### config.mk
export PLATFORM = sky130hd
export DESIGN_NAME = byte_queue_dedup_reverse_top
export DESIGN_NICKNAME = d
export VERILOG_FILES = /design/src/rtl/bqdr_pkg.sv /design/src/rtl/bqdr_ram.sv /design/src/rtl/bqdr_seen.sv /design/src/rtl/bqdr_ctrl.sv /design/src/rtl/byte_queue_dedup_reverse_top.sv
export SDC_FILE = /design/constraint.sdc
export NUM_CORES = 1
export LEC_CHECK = 0
export ABC_AREA = 1
export BUFFER_PORTS_ARGS = -buffer_cell sky130_fd_sc_hd__buf_2
export CAP_MARGIN = 10
export CORE_ASPECT_RATIO = 0.8
export CORE_MARGIN = 2
export CORE_UTILIZATION = 50
export CTS_CLUSTER_DIAMETER = 40
export DETAILED_ROUTE_END_ITERATION = 6
export GPL_ROUTABILITY_DRIVEN = 0
export PLACE_DENSITY = 0.65
export REMOVE_ABC_BUFFERS = 1
export SLEW_MARGIN = 25
export SYNTH_ARGS = -nofsm -noshare
export SYNTH_HDL_FRONTEND = slang
export SYNTH_SLANG_ARGS = --single-unit
### constraint.sdc
create_clock -name clk -period 11.55 [get_ports clk]
set_input_delay 1.7325 -clock clk [delete_from_list [all_inputs] [get_ports clk]]
set_output_delay 1.7325 -clock clk [all_outputs]
set_load 0.02 [all_outputs]
### src/rtl/bqdr_pkg.sv
// Shared constants, types and ring-address helper for the byte queue.
`timescale 1ns / 1ps

package bqdr_pkg;

  localparam int DEPTH  = 64;
  localparam int AW     = (DEPTH > 1) ? $clog2(DEPTH) : 1;
  localparam int CW     = $clog2(DEPTH + 1);
  localparam int SW     = AW + 1;
  localparam int FILL_W = 7;
  localparam int SEEN_N = 256;

  localparam logic [1:0] OP_PUSH  = 2'd0;
  localparam logic [1:0] OP_POP   = 2'd1;
  localparam logic [1:0] OP_DEDUP = 2'd2;
  localparam logic [1:0] OP_REV   = 2'd3;

  localparam logic [1:0] ST_OK    = 2'd0;
  localparam logic [1:0] ST_FULL  = 2'd1;
  localparam logic [1:0] ST_EMPTY = 2'd2;

  typedef logic [AW-1:0] addr_t;
  typedef logic [CW-1:0] cnt_t;
  typedef logic [7:0]    byte_t;

  typedef struct packed {
    logic  we;
    addr_t waddr;
    byte_t wdata;
    logic  re;
    addr_t raddr;
  } ram_req_t;

  typedef struct packed {
    logic  we;
    byte_t waddr;
    logic  wdata;
    logic  re;
    byte_t raddr;
  } seen_req_t;

  typedef struct packed {
    logic              vld;
    byte_t             pop_value;
    logic              pop_valid;
    logic [1:0]        status;
    logic [FILL_W-1:0] fill_level;
  } res_t;

  // (head + off) mod DEPTH, with off < DEPTH
  function automatic addr_t ring_pos(addr_t head, cnt_t off);
    logic [SW-1:0] s;
    s = SW'(head) + SW'(off);
    if (s >= SW'(DEPTH)) begin
      s = s - SW'(DEPTH);
    end
    return s[AW-1:0];
  endfunction

endpackage

### src/rtl/bqdr_ram.sv
// Entry store: one write port, one read port, registered read data.
`timescale 1ns / 1ps

module bqdr_ram (
  input  logic                clk,
  input  bqdr_pkg::ram_req_t  req,
  output bqdr_pkg::byte_t     rdata
);
  import bqdr_pkg::*;

  byte_t mem [DEPTH];
  byte_t rdata_r;

  always_ff @(posedge clk) begin
    if (req.we) begin
      mem[req.waddr] <= req.wdata;
    end
    if (req.re) begin
      rdata_r <= mem[req.raddr];
    end
  end

  assign rdata = rdata_r;

endmodule

### src/rtl/bqdr_seen.sv
// Seen-value map for dedup: one bit per byte value, one write port, registered read.
`timescale 1ns / 1ps

module bqdr_seen (
  input  logic                 clk,
  input  bqdr_pkg::seen_req_t  req,
  output logic                 hit
);
  import bqdr_pkg::*;

  logic mem [SEEN_N];
  logic hit_r;

  always_ff @(posedge clk) begin
    if (req.we) begin
      mem[req.waddr] <= req.wdata;
    end
    if (req.re) begin
      hit_r <= mem[req.raddr];
    end
  end

  assign hit = hit_r;

endmodule

### src/rtl/bqdr_ctrl.sv
// Queue sequencer: push/pop, dedup walk and reverse swap loop over the entry store.
`timescale 1ns / 1ps

module bqdr_ctrl (
  input  logic                 clk,
  input  logic                 rst_n,
  input  logic                 in_valid,
  input  logic [1:0]           in_op,
  input  bqdr_pkg::byte_t      in_value,
  output logic                 in_stall,
  input  logic                 out_free,
  output bqdr_pkg::ram_req_t   ram_req,
  input  bqdr_pkg::byte_t      ram_rdata,
  output bqdr_pkg::seen_req_t  seen_req,
  input  logic                 seen_hit,
  output bqdr_pkg::res_t       res
);
  import bqdr_pkg::*;

  localparam logic [3:0] S_IDLE   = 4'd0;
  localparam logic [3:0] S_CLR    = 4'd1;
  localparam logic [3:0] S_DD_RD  = 4'd2;
  localparam logic [3:0] S_DD_LK  = 4'd3;
  localparam logic [3:0] S_DD_WR  = 4'd4;
  localparam logic [3:0] S_DC     = 4'd5;
  localparam logic [3:0] S_RV_RLO = 4'd6;
  localparam logic [3:0] S_RV_RHI = 4'd7;
  localparam logic [3:0] S_RV_WLO = 4'd8;
  localparam logic [3:0] S_RV_WHI = 4'd9;
  localparam logic [3:0] S_RES    = 4'd10;

  logic [3:0] state_r, state_nxt;
  addr_t      head_r, head_nxt;
  cnt_t       count_r, count_nxt;
  cnt_t       rd_r, rd_nxt;     // dedup read offset / reverse low offset
  cnt_t       wr_r, wr_nxt;     // dedup write offset / reverse high offset
  logic       pv_r, pv_nxt;     // read data in flight during seen-map cleanup
  logic       popok_r, popok_nxt;
  byte_t      tmp_r, tmp_nxt;
  byte_t      clr_r, clr_nxt;   // seen-map clear address after reset

  always_comb begin
    state_nxt    = state_r;
    head_nxt     = head_r;
    count_nxt    = count_r;
    rd_nxt       = rd_r;
    wr_nxt       = wr_r;
    pv_nxt       = 1'b0;
    popok_nxt    = popok_r;
    tmp_nxt      = tmp_r;
    clr_nxt      = clr_r;
    ram_req      = '0;
    seen_req     = '0;
    res          = '0;
    in_stall     = 1'b1;

    case (state_r)
      S_CLR: begin
        seen_req.we    = 1'b1;
        seen_req.waddr = clr_r;
        seen_req.wdata = 1'b0;
        clr_nxt        = clr_r + byte_t'(1);
        if (clr_r == byte_t'(SEEN_N - 1)) begin
          state_nxt = S_IDLE;
        end
      end

      S_IDLE: begin
        in_stall = !out_free;
        if (in_valid && out_free) begin
          case (in_op)
            OP_PUSH: begin
              res.vld = 1'b1;
              if (count_r < cnt_t'(DEPTH)) begin
                ram_req.we    = 1'b1;
                ram_req.waddr = ring_pos(head_r, count_r);
                ram_req.wdata = in_value;
                count_nxt     = count_r + cnt_t'(1);
                res.status    = ST_OK;
              end else begin
                res.status = ST_FULL;
              end
              res.fill_level = FILL_W'(count_nxt);
            end
            OP_POP: begin
              if (count_r == '0) begin
                res.vld        = 1'b1;
                res.status     = ST_EMPTY;
                res.fill_level = FILL_W'(count_r);
              end else begin
                ram_req.re    = 1'b1;
                ram_req.raddr = head_r;
                head_nxt      = ring_pos(head_r, cnt_t'(1));
                count_nxt     = count_r - cnt_t'(1);
                popok_nxt     = 1'b1;
                state_nxt     = S_RES;
              end
            end
            OP_DEDUP: begin
              rd_nxt       = '0;
              wr_nxt       = '0;
              popok_nxt    = 1'b0;
              state_nxt    = S_DD_RD;
            end
            default: begin
              popok_nxt = 1'b0;
              if (count_r < cnt_t'(2)) begin
                state_nxt = S_RES;
              end else begin
                rd_nxt    = '0;
                wr_nxt    = count_r - cnt_t'(1);
                state_nxt = S_RV_RLO;
              end
            end
          endcase
        end
      end

      S_DD_RD: begin
        if (rd_r == count_r) begin
          count_nxt = wr_r;
          rd_nxt    = '0;
          state_nxt = S_DC;
        end else begin
          ram_req.re    = 1'b1;
          ram_req.raddr = ring_pos(head_r, rd_r);
          rd_nxt        = rd_r + cnt_t'(1);
          state_nxt     = S_DD_LK;
        end
      end

      S_DD_LK: begin
        seen_req.re    = 1'b1;
        seen_req.raddr = ram_rdata;
        state_nxt      = S_DD_WR;
      end

      S_DD_WR: begin
        if (!seen_hit) begin
          ram_req.we     = 1'b1;
          ram_req.waddr  = ring_pos(head_r, wr_r);
          ram_req.wdata  = ram_rdata;
          seen_req.we    = 1'b1;
          seen_req.waddr = ram_rdata;
          seen_req.wdata = 1'b1;
          wr_nxt         = wr_r + cnt_t'(1);
        end
        state_nxt = S_DD_RD;
      end

      // kept entries hold exactly the set bits: clear them for the next dedup
      S_DC: begin
        if (rd_r != count_r) begin
          ram_req.re    = 1'b1;
          ram_req.raddr = ring_pos(head_r, rd_r);
          rd_nxt        = rd_r + cnt_t'(1);
          pv_nxt        = 1'b1;
        end
        if (pv_r) begin
          seen_req.we    = 1'b1;
          seen_req.waddr = ram_rdata;
          seen_req.wdata = 1'b0;
        end else if (rd_r == count_r) begin
          state_nxt = S_RES;
        end
      end

      S_RV_RLO: begin
        ram_req.re    = 1'b1;
        ram_req.raddr = ring_pos(head_r, rd_r);
        state_nxt     = S_RV_RHI;
      end

      S_RV_RHI: begin
        ram_req.re    = 1'b1;
        ram_req.raddr = ring_pos(head_r, wr_r);
        tmp_nxt       = ram_rdata;
        state_nxt     = S_RV_WLO;
      end

      S_RV_WLO: begin
        ram_req.we    = 1'b1;
        ram_req.waddr = ring_pos(head_r, rd_r);
        ram_req.wdata = ram_rdata;
        state_nxt     = S_RV_WHI;
      end

      S_RV_WHI: begin
        ram_req.we    = 1'b1;
        ram_req.waddr = ring_pos(head_r, wr_r);
        ram_req.wdata = tmp_r;
        rd_nxt        = rd_r + cnt_t'(1);
        wr_nxt        = wr_r - cnt_t'(1);
        if (rd_nxt < wr_nxt) begin
          state_nxt = S_RV_RLO;
        end else begin
          state_nxt = S_RES;
        end
      end

      S_RES: begin
        res.vld        = 1'b1;
        res.pop_valid  = popok_r;
        res.pop_value  = popok_r ? ram_rdata : '0;
        res.status     = ST_OK;
        res.fill_level = FILL_W'(count_r);
        if (out_free) begin
          state_nxt = S_IDLE;
        end
      end

      default: begin
        state_nxt = S_IDLE;
      end
    endcase
  end

  always_ff @(posedge clk) begin
    if (!rst_n) begin
      state_r <= S_CLR;
      head_r  <= '0;
      count_r <= '0;
      pv_r    <= 1'b0;
      clr_r   <= '0;
    end else begin
      state_r <= state_nxt;
      head_r  <= head_nxt;
      count_r <= count_nxt;
      pv_r    <= pv_nxt;
      clr_r   <= clr_nxt;
    end
  end

  always_ff @(posedge clk) begin
    rd_r    <= rd_nxt;
    wr_r    <= wr_nxt;
    popok_r <= popok_nxt;
    tmp_r   <= tmp_nxt;
  end

endmodule

### src/rtl/byte_queue_dedup_reverse_top.sv
// Top level of the byte queue with dedup and reverse: sequencer, stores, result register.
//
//   channel  direction  handshake           payload
//   in_      input      in_valid/in_stall   in_op, in_value
//   out_     output     out_valid/out_stall out_pop_value, out_pop_valid, out_status,
//                                           out_fill_level
//
// Push and failing pop answer straight from idle; pop with data passes through a result
// state for the registered entry store read. Dedup: each entry takes a store read, a
// seen-map read and, if kept, a write-back, then the kept entries' seen bits are
// cleared one per cycle. Reverse: each swapped pair takes two store reads and two
// writes, bound by the store's single read port and single write port.
// Reset is synchronous; the entry store is not cleared, the seen map is cleared by a
// pass over all 256 entries right after reset, with the input stalled.
// Input is stalled while an operation runs or the result register is full and stalled.
`timescale 1ns / 1ps

module byte_queue_dedup_reverse_top (
  input  logic                                 clk,
  input  logic                                 rst_n,
  input  logic                                 in_valid,
  output logic                                 in_stall,
  input  logic [1:0]                           in_op,
  input  logic [7:0]                           in_value,
  output logic                                 out_valid,
  input  logic                                 out_stall,
  output logic [7:0]                           out_pop_value,
  output logic                                 out_pop_valid,
  output logic [1:0]                           out_status,
  output logic [bqdr_pkg::FILL_W-1:0]          out_fill_level
);
  import bqdr_pkg::*;

  ram_req_t  ram_req;
  byte_t     ram_rdata;
  seen_req_t seen_req;
  logic      seen_hit;
  res_t      res;
  logic      out_free;

  logic              out_valid_r, out_valid_nxt;
  byte_t             pop_value_r;
  logic              pop_valid_r;
  logic [1:0]        status_r;
  logic [FILL_W-1:0] fill_level_r;

  assign out_free = !out_valid_r || !out_stall;

  bqdr_ram u_ram (
    .clk   (clk),
    .req   (ram_req),
    .rdata (ram_rdata)
  );

  bqdr_seen u_seen (
    .clk   (clk),
    .req   (seen_req),
    .hit   (seen_hit)
  );

  bqdr_ctrl u_ctrl (
    .clk       (clk),
    .rst_n     (rst_n),
    .in_valid  (in_valid),
    .in_op     (in_op),
    .in_value  (in_value),
    .in_stall  (in_stall),
    .out_free  (out_free),
    .ram_req   (ram_req),
    .ram_rdata (ram_rdata),
    .seen_req  (seen_req),
    .seen_hit  (seen_hit),
    .res       (res)
  );

  always_comb begin
    out_valid_nxt = out_valid_r;
    if (res.vld && out_free) begin
      out_valid_nxt = 1'b1;
    end else if (!out_stall) begin
      out_valid_nxt = 1'b0;
    end
  end

  always_ff @(posedge clk) begin
    if (!rst_n) begin
      out_valid_r <= 1'b0;
    end else begin
      out_valid_r <= out_valid_nxt;
    end
  end

  always_ff @(posedge clk) begin
    if (res.vld && out_free) begin
      pop_value_r  <= res.pop_value;
      pop_valid_r  <= res.pop_valid;
      status_r     <= res.status;
      fill_level_r <= res.fill_level;
    end
  end

  assign out_valid      = out_valid_r;
  assign out_pop_value  = pop_value_r;
  assign out_pop_valid  = pop_valid_r;
  assign out_status     = status_r;
  assign out_fill_level = fill_level_r;

endmodule
=== After elaboration in Yosys (flattened, before gate mapping) ===
Memories as Yosys holds them, arrays and structs flattened. A register that Yosys moved wholly into a read port is not among the register bits.
Index checks and enable logic that the tools add are counted.

* Register bits: 68
* RAM bits: 768
* Output and inout port bits: 20
* Logic and storage cells: 155
* Memories: 2

{| class="wikitable"
|+ Memory list
! name !! depth !! width !! read ports !! clocked after Yosys merged registers in !! write ports !! RTL line !! source
|-
| u_ram.mem || 64 || 8 || 1 || 1 || 1 || bqdr_ram.sv:11 || <nowiki>byte_t mem [DEPTH];</nowiki>
|-
| u_seen.mem || 256 || 1 || 1 || 1 || 1 || bqdr_seen.sv:11 || <nowiki>logic mem [SEEN_N];</nowiki>
|}

* $add $sub $neg: 14
* Magnitude comparators: 7
* Equality and inequality tests: 30
* Multiplexer cells: 65
* Bitwise operators: 2
* Reductions and logical operators: 21

{| class="wikitable"
|+ Operators by type and width
! cell !! count
|-
| $mux 7 || 15
|-
| $pmux 15 s4 || 1
|-
| $pmux 7 s2 || 4
|-
| $mux 15 || 3
|-
| $pmux 4 s11 || 1
|-
| $pmux 9 s2 || 2
|-
| $pmux 7 s5 || 1
|-
| $mux 4 || 8
|-
| $pmux 10 s3 || 1
|-
| $ge 7x7->1 const B || 4
|-
| $pmux 7 s4 || 1
|-
| $mux 9 || 3
|-
| $mux 6 || 4
|-
| $sub 6x1->6 const B || 4
|-
| $mux 22 || 1
|-
| $add 6x7->7 || 3
|-
| $add 7x1->7 const B || 3
|-
| $pmux 7 s3 || 1
|-
| $mux 10 || 2
|-
| $eq 4x3->1 const B || 4
|-
| $reduce_and 5->1 || 3
|-
| $sub 7x1->7 const B || 2
|-
| $eq 4x4->1 const B || 3
|-
| $mux 1 || 12
|-
| 32 further kinds || 53
|}

=== Depth between registers and ports, before layout ===
Gate-level depths: netlist of run 1.

* Depth after elaboration: 9
* Depth in mapped cells: 22
* Gate-level depth less buffers: 19

=== Hierarchy ===
From an unflattened synthesis of run 1, not the netlist that was laid out.

* Cell total of the unflattened synthesis: 3,711
* Area, all modules: 38,311.7 µm²

{| class="wikitable"
|+ Modules (own cells, without submodules)
! module !! times used !! cells each !! area each (µm²)
|-
| bqdr_ram || 1 || 1,822 || 21,371.7
|-
| bqdr_seen || 1 || 1,184 || 11,727.5
|-
| bqdr_ctrl || 1 || 681 || 4,624.4
|-
| byte_queue_dedup_reverse_top || 1 || 24 || 588.1
|}

=== Least setup slack after synthesis of run 1 ===
Ideal clock, no wire load.

* Path type: reg-to-reg
* Start point: register u_ctrl.state_r[0]
* End point: memory u_ram.mem[0][0] (netlist name), data pin
* Setup time: 0.542 ns
* Arrival time: 4.972 ns
* Data required time: 11.008 ns
* Path slack: 6.036 ns
* Stages on the path, launching flop included: 10
* Path through: dfxtp_1 -> nor2_2 -> inv_2 -> nor2_4 -> inv_2 -> nor2_4 -> inv_2 -> nand2_1 -> inv_1 -> o211ai_1

{| class="wikitable"
|+ RTL lines
! item !! RTL line !! source
|-
| start: declaration || bqdr_ctrl.sv:32 || <nowiki>logic [3:0] state_r, state_nxt;</nowiki>
|-
| start signal: assignment || bqdr_ctrl.sv:226 || <nowiki>state_r <= state_nxt;</nowiki>
|-
| end: declaration || bqdr_ram.sv:11 ||
|}

=== Worst setup path after layout of run 1 ===
* Start point: input port in_op[1]
* End point: register u_ram.rdata_r[1] (netlist: u_ram.rdata[1]) (read register of u_ram.mem), data pin

* Word-level cells in the longest chain between the ends: 4

{| class="wikitable"
|+ RTL lines
! item !! RTL line !! source
|-
| start: declaration || byte_queue_dedup_reverse_top.sv:23 || <nowiki>input logic [1:0] in_op,</nowiki>
|-
| $eq 2x1->1 || bqdr_ctrl.sv:71 || <nowiki>case (in_op)</nowiki>
|-
| $mux 7 || bqdr_ctrl.sv:71 ||
|-
| $mux 22 || bqdr_ctrl.sv:70 || <nowiki>if (in_valid && out_free) begin</nowiki>
|-
| $pmux 7 s5 || bqdr_ctrl.sv:57 || <nowiki>case (state_r)</nowiki>
|-
| end: declaration || bqdr_ram.sv:12 || <nowiki>byte_t rdata_r;</nowiki>
|}

Every way passes these cells.
A chain may end at the register's enable or synchronous reset.

==> results of run 1 <==
[power breakdown]
group	internal (W)	total (W)	switching, W
combinational	0.00000867	0.0000391	0.0000304
clock	0.00196	0.00332	0.00136
sequential	0.00331	0.00331	0.000000644
[metal layers]
| layer | vias to the layer above | track usage [%] | part of all wire, % |
|---|---|---|---|
| met2 | 1264 | 38.4 | 44 |
| met4 | 2 | 7.48 | 2.4 |
| li1 | 12900 | - | - |
| met5 | - | 0 | 0.017 |
| met1 | 13400 | 38.2 | 44 |
| met3 | 162 | 5.36 | 9.8 |
[final cells by class]
type | count | area share [%]
clock buffers | 116 | 6.25
multi-input cells | 2447 | 27.4
repair buffers | 69 | 1.07
flip-flops and latches | 845 | 58.3
well taps | 1023 | 2.97
diodes | 2 | 0.0116
inverters | 223 | 1.97
clock inverters | 78 | 2.05
[Yosys cell counts, types with 4 or more instances]
| cell type | n | share of area, % |
|---|---|---|
| sky130_fd_sc_hd__edfxtp_1 | 818 | 63 |
| sky130_fd_sc_hd__nand2_1 | 751 | 7.3 |
| sky130_fd_sc_hd__nand3_1 | 741 | 9.6 |
| sky130_fd_sc_hd__nor2_1 | 479 | 4.6 |
| sky130_fd_sc_hd__inv_1 | 188 | 1.8 |
| sky130_fd_sc_hd__buf_2 | 130 | 1.7 |
| sky130_fd_sc_hd__o21ai_0 | 83 | 1.1 |
| sky130_fd_sc_hd__clkbuf_1 | 73 | 0.71 |
| sky130_fd_sc_hd__o211ai_1 | 70 | 1.4 |
| sky130_fd_sc_hd__a21oi_1 | 56 | 0.72 |
| sky130_fd_sc_hd__nand3b_1 | 56 | 1.1 |
| sky130_fd_sc_hd__or2_2 | 41 | 0.66 |
| sky130_fd_sc_hd__ha_1 | 32 | 1.0 |
| sky130_fd_sc_hd__inv_2 | 32 | 0.31 |
| sky130_fd_sc_hd__dfxtp_1 | 27 | 1.4 |
| sky130_fd_sc_hd__xor2_1 | 24 | 0.54 |
| sky130_fd_sc_hd__o22ai_1 | 23 | 0.37 |
| sky130_fd_sc_hd__buf_4 | 17 | 0.33 |
| sky130_fd_sc_hd__nor2_2 | 14 | 0.23 |
| sky130_fd_sc_hd__nor3_1 | 14 | 0.18 |
| sky130_fd_sc_hd__nand2_2 | 8 | 0.13 |
| sky130_fd_sc_hd__o22ai_2 | 7 | 0.23 |
| sky130_fd_sc_hd__nand4_1 | 6 | 0.097 |
| sky130_fd_sc_hd__xnor2_1 | 6 | 0.14 |
| sky130_fd_sc_hd__buf_1 | 4 | 0.039 |
[worst max-delay path by stage]
stage,to,depth (start not counted)
2_1_floorplan,u_ram.rdata[0]$_DFFE_PP_,17
3_3_place_gp,u_ram.rdata[1]$_DFFE_PP_,19
3_5_place_dp,u_ram.rdata[1]$_DFFE_PP_,19
4_1_cts,u_ram.rdata[1]$_DFFE_PP_,19
5_1_grt,u_ram.rdata[1]$_DFFE_PP_,19
6_report,u_ram.rdata[1]$_DFFE_PP_,19
[kinds of logic (layout without fill, tap and decap cells)]
kind of cell             after synthesis  count (layout)  share of synthesized area (%)
AND/OR/NAND/NOR                     2116            2116                           24.0
flip-flops                           845             845                           64.8
buffers and inverters                447             486                           4.92
AO/OA/AOI/OAI                        266             266                           4.34
adder cells (fa/ha/maj)               35              35                           1.19
XOR/XNOR                              30              30                          0.679
other                                  0               2                              0
[worst register-to-register path, delay by kind of cell (launching register included)]
kind                     cells  cell delay, ns
AND/OR/NAND/NOR             11            2.07
buffers and inverters        4            1.32
flip-flops                   1            0.54
adder cells (fa/ha/maj)      1            0.23
AO/OA/AOI/OAI                1            0.23
[stage by stage]
step                      total power [W]  utilization (%)  hold WS [ns]  instances
after global routing              0.00682             56.0         0.495       4802
final                             0.00667             56.0         0.478       4803
after detailed placement          0.00341             51.4         0.464       4607
after CTS                         0.00670             56.0         0.476       4801
after floorplan                   0.00340                -         0.426       3515
after global placement            0.00341             51.3         0.452       4607
[registers in the layout, indices dropped and copies added (netlist names)]
name,cells
u_ctrl.wr_r,7
u_ctrl.clr_r,8
u_ctrl.head_r,6
out_fill_level,7
u_ram.mem,512
u_seen.mem,256
u_ram.rdata,8
u_ctrl.tmp_r,8
u_ctrl.popok_r,1
u_ctrl.rd_r,7
out_pop_valid,1
u_ctrl.pv_r,1
out_status,2
out_pop_value,8
u_ctrl.count_r,7
out_valid,1
u_seen.hit,1
u_ctrl.state_r,4
==> implementation parameters, run 1 <==
Parameter                              Value

STA
  PnR worst setup slack    6.19 ns
  RSZ-0062 raised after global routing    no
  Setup-violating endpoint count in the final report    0
  Max Fclk    0.187 GHz
  Count of pins over their slew limit    0
  Setup Total Neg Slack    0 ns
  Max-Slew Margin vs Limit    22.2%
  Ratio of final minimum period to clock period    46.4%
  Slew @ Worst Pin    1.17 ns
  Number of hold violations in the final report    0
  Minimum period implied by the final worst setup slack    5.36 ns
  Worst clock skew    0.0635 ns

Logic synthesis
  Dominant register cell in the synthesized netlist    sky130_fd_sc_hd__edfxtp_1
  Post-synthesis average cell area    10.4 sq um
  Summed instance area of the synthesized netlist    0.0387 sq mm
  Number of warnings reported in the yosys synthesis log    0
  Post-synth EDFFs    818
  Yosys cell types    46
  Number of flip-flops and latches in the synthesized netlist    845
  Share of synthesized area occupied by flip-flops and latches    64.8%
  Async set-reset flop share out of synthesis    0%
  Synthesized netlist cell count    3739

Critical path
  R2r setup slk    6.89 ns
  Crit Reg-Reg Endpoint    u_ram.rdata[3]$_DFFE_PP_
  Start of the worst register-to-register path    u_ctrl.count_r[1]$_SDFFE_PN0P_
  Element type at the critical path start    primary input
  R2R depth    17
  Arrival time at the worst endpoint    5.80 ns
  Cell type group with the largest total delay on the critical path    buffers and inverters
  Library cell appearing most often on the critical path    sky130_fd_sc_hd__nand2_1
  Nature of the critical path endpoint    flop
  Critical Path, Cell by Cell    buf_2, inv_1, ha_1, inv_1, nor2_1, nand4_1, nand2_1, inv_8, buf_4, buf_4, nand3b_1, nand2_1, nand2_1, nand3_1, nand3_1, nand3_1, nand2_1, nand2_1, nand2_1
  Cell with the largest stage delay on the worst path    sky130_fd_sc_hd__buf_4
  Launch point of the critical path    in_op[1]
  Maximum fanout along the worst path    130
  Kind of critical path    primary input to flop
  Data required time of the critical path    11.99 ns
  Buffers & Inverters on Critical Path    6
  Critical Path Max Stage Delay    0.74 ns

Power
  Power per cell area    155 mW/mm^2
  Leakage power total    14.8 nW
  IR drop worst, VDD    0.000127 V

Min path
  Hold-critical path depth    1
  End point of the most critical hold path    u_ctrl.clr_r[3]$_SDFFE_PN0P_
  Hold path startpoint    u_ctrl.clr_r[3]$_SDFFE_PN0P_
  Class of the worst hold path    flop to flop

Clocking
  Later-pin clock latency in the skew report    0.70 ns
  Total clock buffers created by CTS    106
  CTS resizes    0
  Number of hold buffers added after CTS    0
  CTS root buf    sky130_fd_sc_hd__clkbuf_16
  CTS Buffer Depth    3
  Clock transition at path regs    0.05 ns
  CTS tree    built
  CTS sink count    845
  Setup fix buffers added after clock tree synthesis    0
  Total number of H-tree levels    3

Detailed routing
  Violation count after the first detailed-route iteration    3400
  Vias per cell    5.79
  Total DRC errors in the routed layout    0
  Detail Route Antenna Nets    0
  Total via count after detailed routing    27800
  Total Routed Length    104000 um
  Number of optimization iterations in the first detailed-route pass    6
  Detailed-route wire length per cell    21.6 um

Floorplan
  Die outline area    0.0797 sq mm
  Die W    315 um
  Vertical die dimension    253 um
  Row Count    91
  CORE AREA    0.0769 sq mm
  Starting Density    50.4%
  Top Ports    34

Cells and area
  Share of post-route cells with drive strength above 1    9.56%
  Commonest non-fill, non-tap cell in the layout    sky130_fd_sc_hd__edfxtp_1
  Area of all placed cells without fillers    0.0430 sq mm
  Area occupied by multi-input gates    0.0118 sq mm
  Sequential standard cell area    0.0251 sq mm
  Filler cells    6611
  Number of nets in the finished design    3741
  Most used cells in the layout excluding fill and tap cells    sky130_fd_sc_hd__edfxtp_1 (818), sky130_fd_sc_hd__nand2_1 (748), sky130_fd_sc_hd__nand3_1 (741), sky130_fd_sc_hd__nor2_1 (477), sky130_fd_sc_hd__inv_1 (187)
  Area added between synthesis and finish    11.2%

Global routing
  First-pass GRT wire length    156000 um
  Global Route Usage Sum    25.8%
  Largest net degree at the start of global routing    259
  Via count of the first global-routing pass    26100
  Leftover overflow at the end of global routing    0
  Number of antenna violations at the first check in global routing    2

Place
  Post-Place Worst Slack    5.55 ns
  Dpl cell area    0.0395 sq mm
  Number of input and output port buffers inserted    33
  Post-detailed-placement half-perimeter wirelength    58400 um

Run status
  Status    complete, no violations

Run
  Number of violations of the max-capacitance limit    0
Power figures use the tool's default switching activity.
==> run 2, diff against run 1 <==
Clock period 11.55 ns to 5.2 ns, I/O delays scaled along.
==> run 2 against run 1 <==
- sequential power up 120%
- non-clock buffer count up 13
- power up 130%
- die area unchanged
- setup slack worse by 5.1 ns
- final area up 1.0%
==> implementation parameters, run 2 (synthesis results as in run 1) <==
Parameter                              Value

Critical path
  Cell with the largest stage delay on the worst path    sky130_fd_sc_hd__nor2_1
  R2r setup slk    1.09 ns
  Start of the worst register-to-register path    u_ctrl.wr_r[0]$_DFFE_PP_
  Data required time of the critical path    5.48 ns
  Critical Path, Cell by Cell    ha_1, fa_1, a21oi_1, o21ai_0, xnor2_1, o211ai_2, inv_1, nand3_1, nor2_1
  Maximum fanout along the worst path    8
  R2R depth    9
  Arrival time at the worst endpoint    4.39 ns
  Crit Reg-Reg Endpoint    u_ram.mem[7][2]$_DFFE_PP_
  Critical Path Max Stage Delay    0.91 ns
  Element type at the critical path start    flop
  Nature of the critical path endpoint    flop
  Kind of critical path    flop to flop

Floorplan
  Vertical die dimension    253 um
  CORE AREA    0.0769 sq mm
  Die outline area    0.0797 sq mm
  Starting Density    50.4%
  Top Ports    34
  Die W    315 um
  Row Count    91

Clocking
  CTS resizes    0
  Total number of H-tree levels    3
  CTS sink count    845
  Number of hold buffers added after CTS    0
  Later-pin clock latency in the skew report    0.68 ns
  Clock transition at path regs    0.06 ns
  CTS root buf    sky130_fd_sc_hd__clkbuf_16
  CTS Buffer Depth    3
  CTS tree    built
  Setup fix buffers added after clock tree synthesis    0
  Total clock buffers created by CTS    108

Power
  Leakage power total    15.0 nW
  Part of the power in registers    48.2%
  Power per cell area    351 mW/mm^2
  Proportion of power drawn by combinational gates    0.6%
  Clock power frac    51.2%
  Power dissipated by switching net loads    0.00309 W
  Switch share    20.3%
  IR drop worst, VDD    0.000388 V
  Internal power    0.0122 W

Min path
  Hold path startpoint    u_ram.rdata[5]$_DFFE_PP_
  Class of the worst hold path    flop to flop
  End point of the most critical hold path    u_ctrl.tmp_r[5]$_DFFE_PN_
  Hold-critical path depth    0

Detailed routing
  Total via count after detailed routing    28000
  Number of optimization iterations in the first detailed-route pass    5
  Total Routed Length    104000 um
  Detail Route Antenna Nets    0
  Detailed-route wire length per cell    21.5 um
  Violation count after the first detailed-route iteration    3843
  Total DRC errors in the routed layout    0
  Vias per cell    5.80

Place
  Cell total after placement    4620
  Post-Place Worst Slack    0.975 ns
  Number of input and output port buffers inserted    33
  Post-detailed-placement half-perimeter wirelength    58300 um

Run status
  Status    complete, no violations

Cells and area
  Area added between synthesis and finish    12.3%
  Most used cells in the layout excluding fill and tap cells    sky130_fd_sc_hd__edfxtp_1 (818), sky130_fd_sc_hd__nand2_1 (744), sky130_fd_sc_hd__nand3_1 (741), sky130_fd_sc_hd__nor2_1 (478), sky130_fd_sc_hd__inv_1 (187)
  Final Non-Filler Cells    4825
  Registers with the highest flip-flop counts    u_ram.mem (512), u_seen.mem (256)
  Share of the core filled with cells in the final layout    56.6%
  Inserted Diodes    0
  Number of flip-flops in the largest register    512
  Number of nets in the finished design    3756
  Biggest register    u_ram.mem
  Share of post-route cells with drive strength above 1    10.1%
  Commonest non-fill, non-tap cell in the layout    sky130_fd_sc_hd__edfxtp_1

Global routing
  Leftover overflow at the end of global routing    0
  Via count of the first global-routing pass    26000
  Largest net degree at the start of global routing    258
  Global Route Usage Sum    25.9%
  Number of antenna violations at the first check in global routing    0
  First-pass GRT wire length    157000 um

STA
  Count of pins over their slew limit    0
  Slew @ Worst Pin    1.11 ns
  Max Fclk    0.243 GHz
  Max-Slew Margin vs Limit    26.0%
  Setup Total Neg Slack    0 ns
  RSZ-0062 raised after global routing    no
  Minimum period implied by the final worst setup slack    4.11 ns
  Number of hold violations in the final report    0
  Setup-violating endpoint count in the final report    0
  Ratio of final minimum period to clock period    79.0%
  Worst clock skew    0.0305 ns
  PnR worst setup slack    1.09 ns

Run
  Number of violations of the max-capacitance limit    0
## run 2: changes by cell type in the layout (fill, tap and decap cells not counted), moves of 2 or more
cell | before | now
sky130_fd_sc_hd__buf_12 | 2 | 11
sky130_fd_sc_hd__bufinv_16 | 11 | 17
sky130_fd_sc_hd__clkbuf_16 | 106 | 111
sky130_fd_sc_hd__clkinv_2 | 19 | 14
sky130_fd_sc_hd__buf_4 | 34 | 38
sky130_fd_sc_hd__nand2_1 | 748 | 744
sky130_fd_sc_hd__nand2_2 | 8 | 12
sky130_fd_sc_hd__clkinv_1 | 14 | 17
sky130_fd_sc_hd__clkinv_16 | 3 | 0
sky130_fd_sc_hd__clkinv_4 | 10 | 12
sky130_fd_sc_hd__diode_2 | 2 | 0
sky130_fd_sc_hd__inv_8 | 3 | 5
## run 2: worst max-delay path, delay by kind of cell, from the launching register on
family	cells	cell delay [ns]
AOI/OAI and AO/OA	3	0.50
adders and majority gates	2	0.71
xor gates and xnor gates	1	0.39
and+or+nand+nor	2	1.39
DFF	1	0.55
buffers and inverters	1	0.16
## run 2: cell type report
class                           count  area, sq um
Inverter                          223          846
Clock inverter                     83          985
Multi-Input combinational cell   2447        11800
Timing Repair Buffer               82          671
Tap cell                         1023         1280
Sequential cell                   845        25100
Fill cell                        6582        33400
Clock buffer                      122         2820
## run 2: worst max path at each step
stage	startpoint	end	slack, ns
finish	u_ctrl.wr_r[0]$_DFFE_PP_	u_ram.mem[7][2]$_DFFE_PP_	1.09
global route	u_ctrl.rd_r[2]$_DFFE_PP_	u_ram.mem[7][2]$_DFFE_PP_	0.88
floorplan	u_ctrl.count_r[0]$_SDFFE_PN0P_	u_ram.rdata[0]$_DFFE_PP_	-5.85
detailed placement	in_op[0]	u_ram.mem[7][1]$_DFFE_PP_	0.98
global placement	in_op[0]	u_ram.mem[7][1]$_DFFE_PP_	1.02
CTS	u_ctrl.rd_r[2]$_DFFE_PP_	u_ram.mem[7][2]$_DFFE_PP_	1.16
## run 2: routing by layer
metal,vias up,part of all wire [%],track usage [%]
li1,13000,-,-
met1,13600,44,39.2
met4,0,2.4,7.46
met5,-,0,0
met2,1272,44,37.8
met3,184,9.5,5.32
## run 2: stage by stage
step	instance area [sq um]	total power (W)	hold slack (ns)
after global placement	39700	0.00758	0.456
after CTS	43500	0.0153	0.488
after floorplan	37600	0.00754	0.426
after global routing	43500	0.0156	0.495
after detailed placement	39700	0.00758	0.476
final	43500	0.0153	0.487
## run 2: power by group through the flow
stage / registers, W / clock network [W] / logic [W]
CTS: 0.00736 / 0.00788 / 0.0000860
finish: 0.00736 / 0.00782 / 0.0000888
global placement: 0.00750 / 0 / 0.0000846
detailed placement: 0.00750 / 0 / 0.0000856
global route: 0.00735 / 0.00816 / 0.0000951
floorplan: 0.00750 / 0 / 0.0000439
